<file path="config.mk">
export PLATFORM = sky130hd
export DESIGN_NAME = hpt_queue
export DESIGN_NICKNAME = d
export VERILOG_FILES = /design/src/hdl/hpt_pkg.sv /design/src/hdl/hpt_queue.sv
export SDC_FILE = /design/constraint.sdc
export NUM_CORES = 1
export LEC_CHECK = 0
export BUFFER_PORTS_ARGS = -buffer_cell sky130_fd_sc_hd__buf_2
export CAP_MARGIN = 20
export CORE_AREA = 2 2 239 335
export CTS_CLUSTER_SIZE = 20
export DETAILED_ROUTE_END_ITERATION = 7
export DIE_AREA = 0 0 241 337
export GPL_ROUTABILITY_DRIVEN = 1
export PLACE_DENSITY_LB_ADDON = 0.05
export SLEW_MARGIN = 20
export SYNTH_ARGS = -nofsm -noshare
export SYNTH_HDL_FRONTEND = slang
export SYNTH_SLANG_ARGS = --single-unit
export TNS_END_PERCENT = 50
</file>
<file path="constraint.sdc">
create_clock -name clk -period 11.8 [get_ports clk]
set_input_delay 0.59 -clock clk [delete_from_list [all_inputs] [get_ports clk]]
set_output_delay 0.59 -clock clk [all_outputs]
set_load 0.03 [all_outputs]
</file>
<file path="src/hdl/hpt_pkg.sv">
// Shared constants and types for the homogeneous point transform.
// Used by every module of the block; depends on nothing.
`default_nettype none

package hpt_pkg;

  // Fixed-point format and matrix shape.
  localparam int FRAC_BITS   = 16;
  localparam int DATA_W      = 32;
  localparam int MAT_DIM     = 4;
  localparam int MAT_SIZE    = MAT_DIM * MAT_DIM;
  localparam int IDX_W       = $clog2(MAT_SIZE);
  localparam int NUM_LANES   = MAT_DIM - 1;

  // Widths of products, exact row sums and their magnitudes.
  localparam int PROD_W      = 2 * DATA_W;
  localparam int SUM_W       = PROD_W + 2;
  localparam int MAG_W       = PROD_W;
  localparam int HI_SHIFT    = DATA_W - FRAC_BITS;

  // Queue between the front and back parts.
  localparam int QUEUE_DEPTH = 4;
  localparam int QPTR_W      = $clog2(QUEUE_DEPTH);
  localparam int QCNT_W      = $clog2(QUEUE_DEPTH + 1);

  localparam logic signed [DATA_W-1:0] FX_ONE = DATA_W'(64'd1 << FRAC_BITS);

  typedef enum logic {
    CMD_WRITE = 1'b0,
    CMD_XFORM = 1'b1
  } cmd_t;

  // Four exact row sums of one transformed point, w last.
  typedef logic [MAT_DIM-1:0][SUM_W-1:0] sums_t;

  // Magnitude stage: divisor magnitude and per-lane numerator magnitudes.
  typedef struct packed {
    logic                            vld;
    logic                            zero;
    logic [MAG_W-1:0]                dm;
    logic [NUM_LANES-1:0]            neg;
    logic [NUM_LANES-1:0][MAG_W-1:0] nm;
  } mag_stage_t;

  // One coordinate inside the divider pipeline.
  typedef struct packed {
    logic              neg;
    logic              ovf;
    logic [MAG_W-1:0]  rem;
    logic [DATA_W-1:0] low;
    logic [DATA_W-1:0] quo;
  } lane_t;

  typedef struct packed {
    logic                        vld;
    logic                        zero;
    logic [MAG_W-1:0]            dm;
    lane_t [NUM_LANES-1:0]       ln;
  } div_stage_t;

endpackage

`default_nettype wire

</file>
<file path="src/hdl/hpt_queue.sv">
// Short queue of row-sum beats between the front and back parts.
// Depends on hpt_pkg.
`default_nettype none

module hpt_queue (
  input  logic           clk,
  input  logic           rst_n,
  input  logic           push,
  input  hpt_pkg::sums_t push_data,
  output logic           full,
  input  logic           pop,
  output hpt_pkg::sums_t pop_data,
  output logic           empty
);
  import hpt_pkg::*;

  sums_t             mem_r [QUEUE_DEPTH];
  logic [QPTR_W-1:0] wr_ptr_r, rd_ptr_r;
  logic [QCNT_W-1:0] cnt_r;

  assign full     = (cnt_r == QCNT_W'(QUEUE_DEPTH));
  assign empty    = (cnt_r == '0);
  assign pop_data = mem_r[rd_ptr_r];

  // Pointers and fill count.
  always_ff @(posedge clk) begin
    if (!rst_n) begin
      wr_ptr_r <= '0;
      rd_ptr_r <= '0;
      cnt_r    <= '0;
    end else begin
      if (push) begin
        wr_ptr_r <= wr_ptr_r + 1'b1;
      end
      if (pop) begin
        rd_ptr_r <= rd_ptr_r + 1'b1;
      end
      if (push && !pop) begin
        cnt_r <= cnt_r + 1'b1;
      end else if (pop && !push) begin
        cnt_r <= cnt_r - 1'b1;
      end
    end
  end

  // Entry storage.
  always_ff @(posedge clk) begin
    if (push) begin
      mem_r[wr_ptr_r] <= push_data;
    end
  end

endmodule

`default_nettype wire

</file>
==> impl_results.rst, run 1 <==
.. list-table::
   :header-rows: 1

   * - Metric
     - Value
   * - Run status
     - finished clean
   * - Number of search-and-repair iterations in the first detailed-routing pass
     - 5
   * - Number of failing hold endpoints at the final stage
     - 0
   * - Hold Slack
     - 0.153 ns
   * - Top library cells by usage in the layout, fill and taps aside
     - sky130_fd_sc_hd__edfxtp_1 (1056), sky130_fd_sc_hd__buf_2 (533), sky130_fd_sc_hd__mux4_2 (264)
   * - Worst hold path endpoint
     - mem_r[2][124]$_DFFE_PP_
   * - PD cells
     - 187 nW/um^2
   * - Time the final worst path needs with I/O delays and setup
     - 4.27 ns
   * - Hold path start
     - push_data[124]
   * - Most common library cell in the layout ignoring fill and taps
     - sky130_fd_sc_hd__edfxtp_1
   * - Type of origin of the critical path
     - flip-flop
   * - Vias per cell
     - 5.45
   * - Setup slack after layout
     - 7.53 ns
   * - RSZ-0062 raised after global routing
     - false
   * - Number of library cell types mapped by synthesis
     - 21
   * - Worst setup timing slack at the placement stage
     - 7.78 ns
   * - Final ANT Viol Nets
     - 0
   * - Number of stages on the worst hold path
     - 1
   * - Post-route DRC violation count
     - 0
   * - PostCTS Resize Cnt
     - 0
   * - Number of non-filler instances in the completed layout
     - 3168
   * - Leakage power
     - 15.1 nW
   * - Number of placed I/O pins
     - 534
   * - Synth Warn #
     - 0
   * - Die area
     - 81200 um^2
   * - Post-Layout Inst Area
     - 45500 um^2
   * - Post-route clock period utilization
     - 0.362
   * - Number of nets in the layout
     - 2286
   * - Cells after Synth
     - 1422
   * - CTS Buffer Depth
     - 3
   * - Critical path class
     - flip-flop to output pin
   * - Placer's final routability congestion estimate
     - 0.761
   * - Clock transition time at the flip-flop clock pins of the worst setup and hold paths
     - 0.06 ns
   * - Number of global-route vias before repair
     - 18.2k
   * - Sink Count
     - 1065
   * - Post-Synthesis Mean Instance Area
     - 27.3 um^2
   * - Maximum vdd drop
     - 0.159 mV
   * - Routed wire length
     - 81100 um
   * - Reg2reg end
     - mem_r[0][199]$_DFFE_PP_
   * - Fill cell instance count of the final layout
     - 5913
   * - Wire length of the first global-routing pass
     - 118000 um
   * - Final count of negative-setup-slack endpoints
     - 0
   * - Drt first-iter violations
     - 934
   * - Via total after detailed routing
     - 17.3k
   * - CTS H-tree depth
     - 3
   * - Clk Tree Root Cell
     - sky130_fd_sc_hd__clkbuf_16
   * - Fin util
     - 0.580
   * - Die W
     - 241 um
   * - Number of antenna violations at the first check in global routing
     - 47
   * - Maximum number of pins on one net before global-route repair
     - 149
   * - IO Port Bufs
     - 533
   * - Post-Place Cell Area
     - 42300 um^2
   * - Die Ht
     - 337 um
   * - Clock Skew
     - 0.0158 ns
   * - Worst endpoint required time
     - 11.21 ns
   * - R2r setup slk
     - 8.52 ns
   * - Area growth from synthesis to layout
     - 17.1%
   * - All-layer global routing usage
     - 0.199
   * - FF-to-FF Start
     - wr_ptr_r[0]$_SDFFE_PN0P_
   * - # rows
     - 122
   * - Post-detail-place hpwl
     - 48900 um
   * - Post-synth top area cell
     - sky130_fd_sc_hd__edfxtp_1
   * - Share of synthesized area occupied by flip-flops and latches
     - 0.821
   * - Post-synth design cell area
     - 38800 um^2
   * - Clock buffers created by TritonCTS
     - 99
   * - Synth Register Bits
     - 1065
   * - FF-to-FF path depth
     - 5
   * - Total Power Consumption
     - 8.49 mW
   * - Insertion delay of the later-clocked pin in the worst-skew pair
     - 0.64 ns
   * - Transition at the pin with the smallest max-transition slack
     - 1.18 ns
   * - CP Capture Type
     - output pin
   * - Synth Net Count
     - 1696
   * - Average wire per standard cell
     - 25.6 um
   * - Synth top area cells
     - sky130_fd_sc_hd__edfxtp_1 (82%), sky130_fd_sc_hd__mux4_2 (15%), sky130_fd_sc_hd__buf_12 (1.5%), sky130_fd_sc_hd__dfxtp_1 (0.46%), sky130_fd_sc_hd__buf_2 (0.34%)
   * - Post-CTS setup-driven buffer insertion count
     - 0
   * - Number of placed cells counting well taps
     - 2965
   * - CP Data Arrival Time
     - 3.68 ns
   * - Worst min path class
     - primary input to flip-flop
   * - CTS tree
     - yes
   * - Starting Density
     - 0.495
   * - Highest fanout seen on the critical path
     - 95
   * - Post-CTS Hold Buffers
     - 0
   * - Setup TNS
     - 0 ns
   * - MaxCap Viol Count
     - 0
   * - Maximum clock frequency
     - 234 MHz
   * - Number of pins with negative max-slew slack in the final report
     - 0
   * - Share of the synthesized area in the top cell type
     - 0.817
   * - Global route overflow
     - 0
   * - Fraction of final layout cells with drive strength greater than 1
     - 0.455
   * - Worst relative slew slack
     - 0.213
   * - Core outline area
     - 78500 um^2
==> area by class of cell <==
cell class              count  area, um^2  share of cell area
flip-flops and latches   1065       31900               0.701
well taps                1054        1320              0.0290
inverters                   4        15.0            0.000330
clock inverters            55         518              0.0114
multi-input cells         294        6210               0.136
clock buffers             124        2610              0.0575
repair buffers            548        2860              0.0629
diodes                     24        60.1             0.00132
==> routing by layer <==
metal | GRT usage | up-vias | share of wire
met5 | 0 | - | 0.0036
met4 | 0.0644 | 48 | 0.024
met1 | 0.248 | 9078 | 0.38
met3 | 0.0922 | 162 | 0.11
met2 | 0.309 | 555 | 0.48
li1 | - | 7415 | -
==> critical path, cell delays in order (launching register included) <==
cell                      delay, ns
sky130_fd_sc_hd__dfxtp_4       0.68
sky130_fd_sc_hd__buf_12        0.53
sky130_fd_sc_hd__buf_6         0.66
sky130_fd_sc_hd__mux4_2        0.61
sky130_fd_sc_hd__buf_2         0.20
==> worst max-delay path by stage <==
stage | cells past startpoint | end | startpoint | slack (ns)
2_1_floorplan | 1 | mem_r[0][0]$_DFFE_PP_ | push | 4.59
4_1_cts | 4 | pop_data[92] | flip-flop | 7.06
3_5_place_dp | 4 | pop_data[90] | flip-flop | 7.78
3_3_place_gp | 4 | pop_data[90] | flip-flop | 7.80
5_1_grt | 4 | pop_data[187] | flip-flop | 7.19
6_report | 4 | pop_data[92] | flip-flop | 7.53
==> kinds of logic after synthesis <==
group / share of synthesized area
AO/OA/AOI/OAI: 0.000322
buffers and inverters: 0.0193
multiplexers: 0.154
flip-flops: 0.821
adder cells (fa/ha/maj): 0.00213
AND/OR/NAND/NOR: 0.00235
XOR/XNOR: 0.00113
==> power breakdown <==
group	leakage [nW]	switching, mW	internal (mW)	total, mW
Combinational	3.78	0.665	0.344	1.01
Sequential	9.77	0.0461	4.35	4.40
Clock	1.53	1.32	1.76	3.08
Total	15.1	2.03	6.46	8.49
==> sequential cells by signal, summed over array words and instances (netlist names), named ones only <==
signal    cells
wr_ptr_r      2
mem_r      1056
cnt_r         3
rd_ptr_r      2
==> cells in the mapped netlist <==
master and n:
sky130_fd_sc_hd__edfxtp_1 1056, sky130_fd_sc_hd__mux4_2 264, sky130_fd_sc_hd__buf_12 29, sky130_fd_sc_hd__buf_2 26, sky130_fd_sc_hd__and2_1 9, sky130_fd_sc_hd__dfxtp_1 9, sky130_fd_sc_hd__ha_1 5, sky130_fd_sc_hd__inv_1 4
sky130_fd_sc_hd__clkbuf_1 3, sky130_fd_sc_hd__xor2_1 3, sky130_fd_sc_hd__mux2i_1 2, sky130_fd_sc_hd__nor2b_1 2, sky130_fd_sc_hd__xnor2_1 2, sky130_fd_sc_hd__a21boi_0 1, sky130_fd_sc_hd__buf_6 1, sky130_fd_sc_hd__fa_1 1
sky130_fd_sc_hd__nand2_1 1, sky130_fd_sc_hd__nor3_1 1, sky130_fd_sc_hd__nor3b_1 1, sky130_fd_sc_hd__o21ai_0 1, sky130_fd_sc_hd__or3_1 1
Note: power is estimated with default switching activity, not from simulation.
==> run 2: changes to the inputs <==
--- a/config.mk
+++ b/config.mk
@@ -5,12 +5,13 @@
 export SDC_FILE = /design/constraint.sdc
 export NUM_CORES = 1
 export LEC_CHECK = 0
+export ABC_AREA = 1
 export BUFFER_PORTS_ARGS = -buffer_cell sky130_fd_sc_hd__buf_2
 export CAP_MARGIN = 20
-export CORE_AREA = 2 2 239 335
+export CORE_AREA = 2 2 241 338
 export CTS_CLUSTER_SIZE = 20
 export DETAILED_ROUTE_END_ITERATION = 7
-export DIE_AREA = 0 0 241 337
+export DIE_AREA = 0 0 243 340
 export GPL_ROUTABILITY_DRIVEN = 1
 export PLACE_DENSITY_LB_ADDON = 0.05
 export SLEW_MARGIN = 20
==> constraint.sdc (replaced) <==
create_clock -name clk -period 3.94 [get_ports clk]
set_input_delay 0.197 -clock clk [delete_from_list [all_inputs] [get_ports clk]]
set_output_delay 0.197 -clock clk [all_outputs]
set_load 0.03 [all_outputs]
==> run 2 against run 1 <==
  * Via count is 44% higher
  * Utilization is 3.3 points higher
  * Synthesized cell count is 84% higher
  * Total power grew to 3.0 times the previous value
  * Critical path depth is 1 higher
  * Design area is 7.4% higher
  * Largest cell class unchanged
==> impl_results.rst, run 2 <==
.. list-table::
   :header-rows: 1

   * - Metric
     - Value
   * - Clock buffers created by TritonCTS
     - 99
   * - Maximum vdd drop
     - 0.397 mV
   * - PD cells
     - 523 nW/um^2
   * - Fraction of final layout cells with drive strength greater than 1
     - 0.209
   * - Number of placed I/O pins
     - 534
   * - Most common library cell in the layout ignoring fill and taps
     - sky130_fd_sc_hd__edfxtp_1
   * - Number of pins with negative max-slew slack in the final report
     - 0
   * - Area growth from synthesis to layout
     - 23.8%
   * - CTS H-tree depth
     - 3
   * - Post-route DRC violation count
     - 0
   * - Type of origin of the critical path
     - flip-flop
   * - MaxCap Viol Count
     - 0
   * - Setup slack after layout
     - 0.543 ns
   * - Worst min path class
     - primary input to flip-flop
   * - CP Capture Type
     - output pin
   * - Number of nets in the layout
     - 3645
   * - Post-synth EDFFs
     - 1056
   * - Placer's final routability congestion estimate
     - 0.778
   * - Synth top area cells
     - sky130_fd_sc_hd__edfxtp_1 (80%), sky130_fd_sc_hd__o21ai_0 (5.7%), sky130_fd_sc_hd__nor2_1 (5.1%), sky130_fd_sc_hd__o22ai_1 (4.2%), sky130_fd_sc_hd__o21ai_1 (1.0%)
   * - Met3 wirelength from detailed routing
     - 7510 um
   * - Post-CTS Hold Buffers
     - 267
   * - Number of failing hold endpoints at the final stage
     - 0
   * - Run status
     - finished clean
   * - Number of global-route vias before repair
     - 25.0k
   * - Max reg flops
     - 1056
   * - All-layer global routing usage
     - 0.233
   * - FF-to-FF Start
     - wr_ptr_r[0]$_SDFFE_PN0P_
   * - FF-to-FF path depth
     - 5
   * - Reg2reg end
     - mem_r[3][173]$_DFFE_PP_
   * - Number of search-and-repair iterations in the first detailed-routing pass
     - 5
   * - Wire length of the first global-routing pass
     - 148000 um
   * - Final ANT Viol Nets
     - 0
   * - Insertion delay of the later-clocked pin in the worst-skew pair
     - 0.66 ns
   * - Maximum number of pins on one net before global-route repair
     - 242
   * - Hold path start
     - push_data[175]
   * - Transition at the pin with the smallest max-transition slack
     - 1.23 ns
   * - IO Port Bufs
     - 533
   * - Post-synth design cell area
     - 39500 um^2
   * - Post-route clock period utilization
     - 0.862
   * - Routed wl met2
     - 47800 um
   * - Synth Warn #
     - 0
   * - Post-Synthesis Mean Instance Area
     - 15.1 um^2
   * - Fraction of registers with async set or reset after synthesis
     - 0
   * - Highest fanout seen on the critical path
     - 241
   * - Maximum clock frequency
     - 294 MHz
   * - Worst relative slew slack
     - 0.180
   * - Die area
     - 82600 um^2
   * - Registers with the most flip-flops
     - mem_r: 1056 flops, cnt_r: 3 flops
   * - Total Power Consumption
     - 25.5 mW
   * - Die Ht
     - 340 um
   * - Time the final worst path needs with I/O delays and setup
     - 3.40 ns
   * - Post-Place Cell Area
     - 42900 um^2
   * - Number of stages on the worst hold path
     - 2
   * - PostCTS Resize Cnt
     - 0
   * - Clk Tree Root Cell
     - sky130_fd_sc_hd__clkbuf_16
   * - Worst setup timing slack at the placement stage
     - 1.05 ns
   * - Most flops, register
     - mem_r
   * - Highest layer used for signal routing
     - met5
   * - Final count of negative-setup-slack endpoints
     - 0
   * - Via total after detailed routing
     - 24.9k
   * - Post-detail-place hpwl
     - 55100 um
   * - Number of placed cells counting well taps
     - 4065
   * - Core outline area
     - 79700 um^2
   * - Cells after Synth
     - 2611
   * - CTS Buffer Depth
     - 3
   * - Die W
     - 243 um
   * - Share of synthesized area occupied by flip-flops and latches
     - 0.808
   * - Routed wire length
     - 97900 um
   * - Critical path class
     - flip-flop to output pin
   * - Share of the synthesized area in the top cell type
     - 0.804
   * - Post-synth top flop
     - sky130_fd_sc_hd__edfxtp_1
   * - Detailed-route wire length on metal 1
     - 38900 um
   * - Synth Register Bits
     - 1065
   * - Synth Net Count
     - 2885
   * - Drt first-iter violations
     - 1504
   * - CTS tree
     - yes
   * - Top cell types by occurrence after synthesis
     - sky130_fd_sc_hd__edfxtp_1 (1056), sky130_fd_sc_hd__nor2_1 (533), sky130_fd_sc_hd__o21ai_0 (453)
   * - CP Data Arrival Time
     - 3.20 ns
   * - RSZ-0062 raised after global routing
     - false
   * - Vias per cell
     - 5.50
   * - Post-synth top area cell
     - sky130_fd_sc_hd__edfxtp_1
   * - Number of non-filler instances in the completed layout
     - 4526
   * - Number of antenna violations at the first check in global routing
     - 14
   * - Post-Layout Inst Area
     - 48800 um^2
   * - Number of library cell types mapped by synthesis
     - 21
   * - Most numerous cell in the Yosys netlist
     - sky130_fd_sc_hd__edfxtp_1
   * - Clock Skew
     - 0.0147 ns
   * - R2r setup slk
     - 1.10 ns
   * - Starting Density
     - 0.495
   * - # rows
     - 123
   * - Worst hold path endpoint
     - mem_r[0][175]$_DFFE_PP_
   * - Average wire per standard cell
     - 21.6 um
   * - Global route overflow
     - 0
   * - Clock transition time at the flip-flop clock pins of the worst setup and hold paths
     - 0.06 ns
   * - Sink Count
     - 1065
   * - Top library cells by usage in the layout, fill and taps aside
     - sky130_fd_sc_hd__edfxtp_1 (1056), sky130_fd_sc_hd__nor2_1 (533), sky130_fd_sc_hd__buf_2 (533)
   * - Worst endpoint required time
     - 3.74 ns
   * - Leakage power
     - 17.0 nW
   * - Post-CTS setup-driven buffer insertion count
     - 0
[run 2: cell types whose count changed after synthesis, moves of 78 or more]
cell	previous run	this run
sky130_fd_sc_hd__clkbuf_1	3	81
sky130_fd_sc_hd__mux4_2	264	0
sky130_fd_sc_hd__nor2_1	0	533
sky130_fd_sc_hd__o21ai_0	1	453
sky130_fd_sc_hd__o21ai_1	0	81
sky130_fd_sc_hd__o22ai_1	0	264
[run 2: cell families (layout without fill, tap and decap cells)]
logic type,Yosys count,count (layout),synth area share
flops,1065,1065,0.808
compound gates,802,802,0.110
simple gates,546,546,0.0521
buf+inv,192,1030,0.0274
fa+ha+maj,6,6,0.00209
other cells,0,15,0
[run 2: area by class of cell]
| cell class | instances | area [um^2] |
|---|---|---|
| Multi-Input combinational cell | 1354 | 6500 |
| Antenna cell | 15 | 37.5 |
| Fill cell | 6136 | 30900 |
| Sequential cell | 1065 | 31900 |
| Tap cell | 1062 | 1330 |
| Clock inverter | 62 | 628 |
| Clock buffer | 117 | 2540 |
| Timing Repair Buffer | 834 | 5800 |
| Inverter | 17 | 100 |
[run 2: stage by stage]
| stage | TNS (ns) | hold WS (ns) | utilization |
|---|---|---|---|
| finish | 0 | 0.286 | 0.613 |
| global route | 0 | 0.266 | 0.612 |
| CTS | 0 | 0.247 | 0.612 |
| detailed placement | 0 | 0.412 | 0.539 |
| global placement | 0 | 0.405 | 0.539 |
| floorplan | -1054.09 | 0.296 | - |
[run 2: worst max-delay path: stages, from the launching register on]
cell and delay (ns):
sky130_fd_sc_hd__dfxtp_4 0.76, sky130_fd_sc_hd__inv_16 0.29, sky130_fd_sc_hd__buf_12 0.49, sky130_fd_sc_hd__o21ai_0 0.22, sky130_fd_sc_hd__o22ai_1 0.12, sky130_fd_sc_hd__buf_2 0.19
[run 2: worst max path at each step]
stage	start	end	slack [ns]	cells past startpoint
6_report	flip-flop	pop_data[36]	0.54	5
5_1_grt	flip-flop	pop_data[174]	0.41	4
4_1_cts	flip-flop	pop_data[174]	0.59	4
3_5_place_dp	wr_ptr_r[0]$_SDFFE_PN0P_	mem_r[3][153]$_DFFE_PP_	1.05	5
3_3_place_gp	wr_ptr_r[0]$_SDFFE_PN0P_	mem_r[3][166]$_DFFE_PP_	1.07	5
2_1_floorplan	wr_ptr_r[0]$_SDFFE_PN0P_	mem_r[0][0]$_DFFE_PP_	-1.01	4
[run 2: metal layers]
metal	track usage	vias to the layer above
met5	0	-
met4	0.0945	6
met3	0.0591	167
met2	0.381	851
met1	0.300	12416
li1	-	11447
[run 2: where the power goes]
group	switching, mW	leakage, nW	internal [mW]
clock network	3.95	1.54	5.39
logic	2.23	5.64	0.881
registers	0.117	9.78	13.0
total	6.30	17.0	19.2
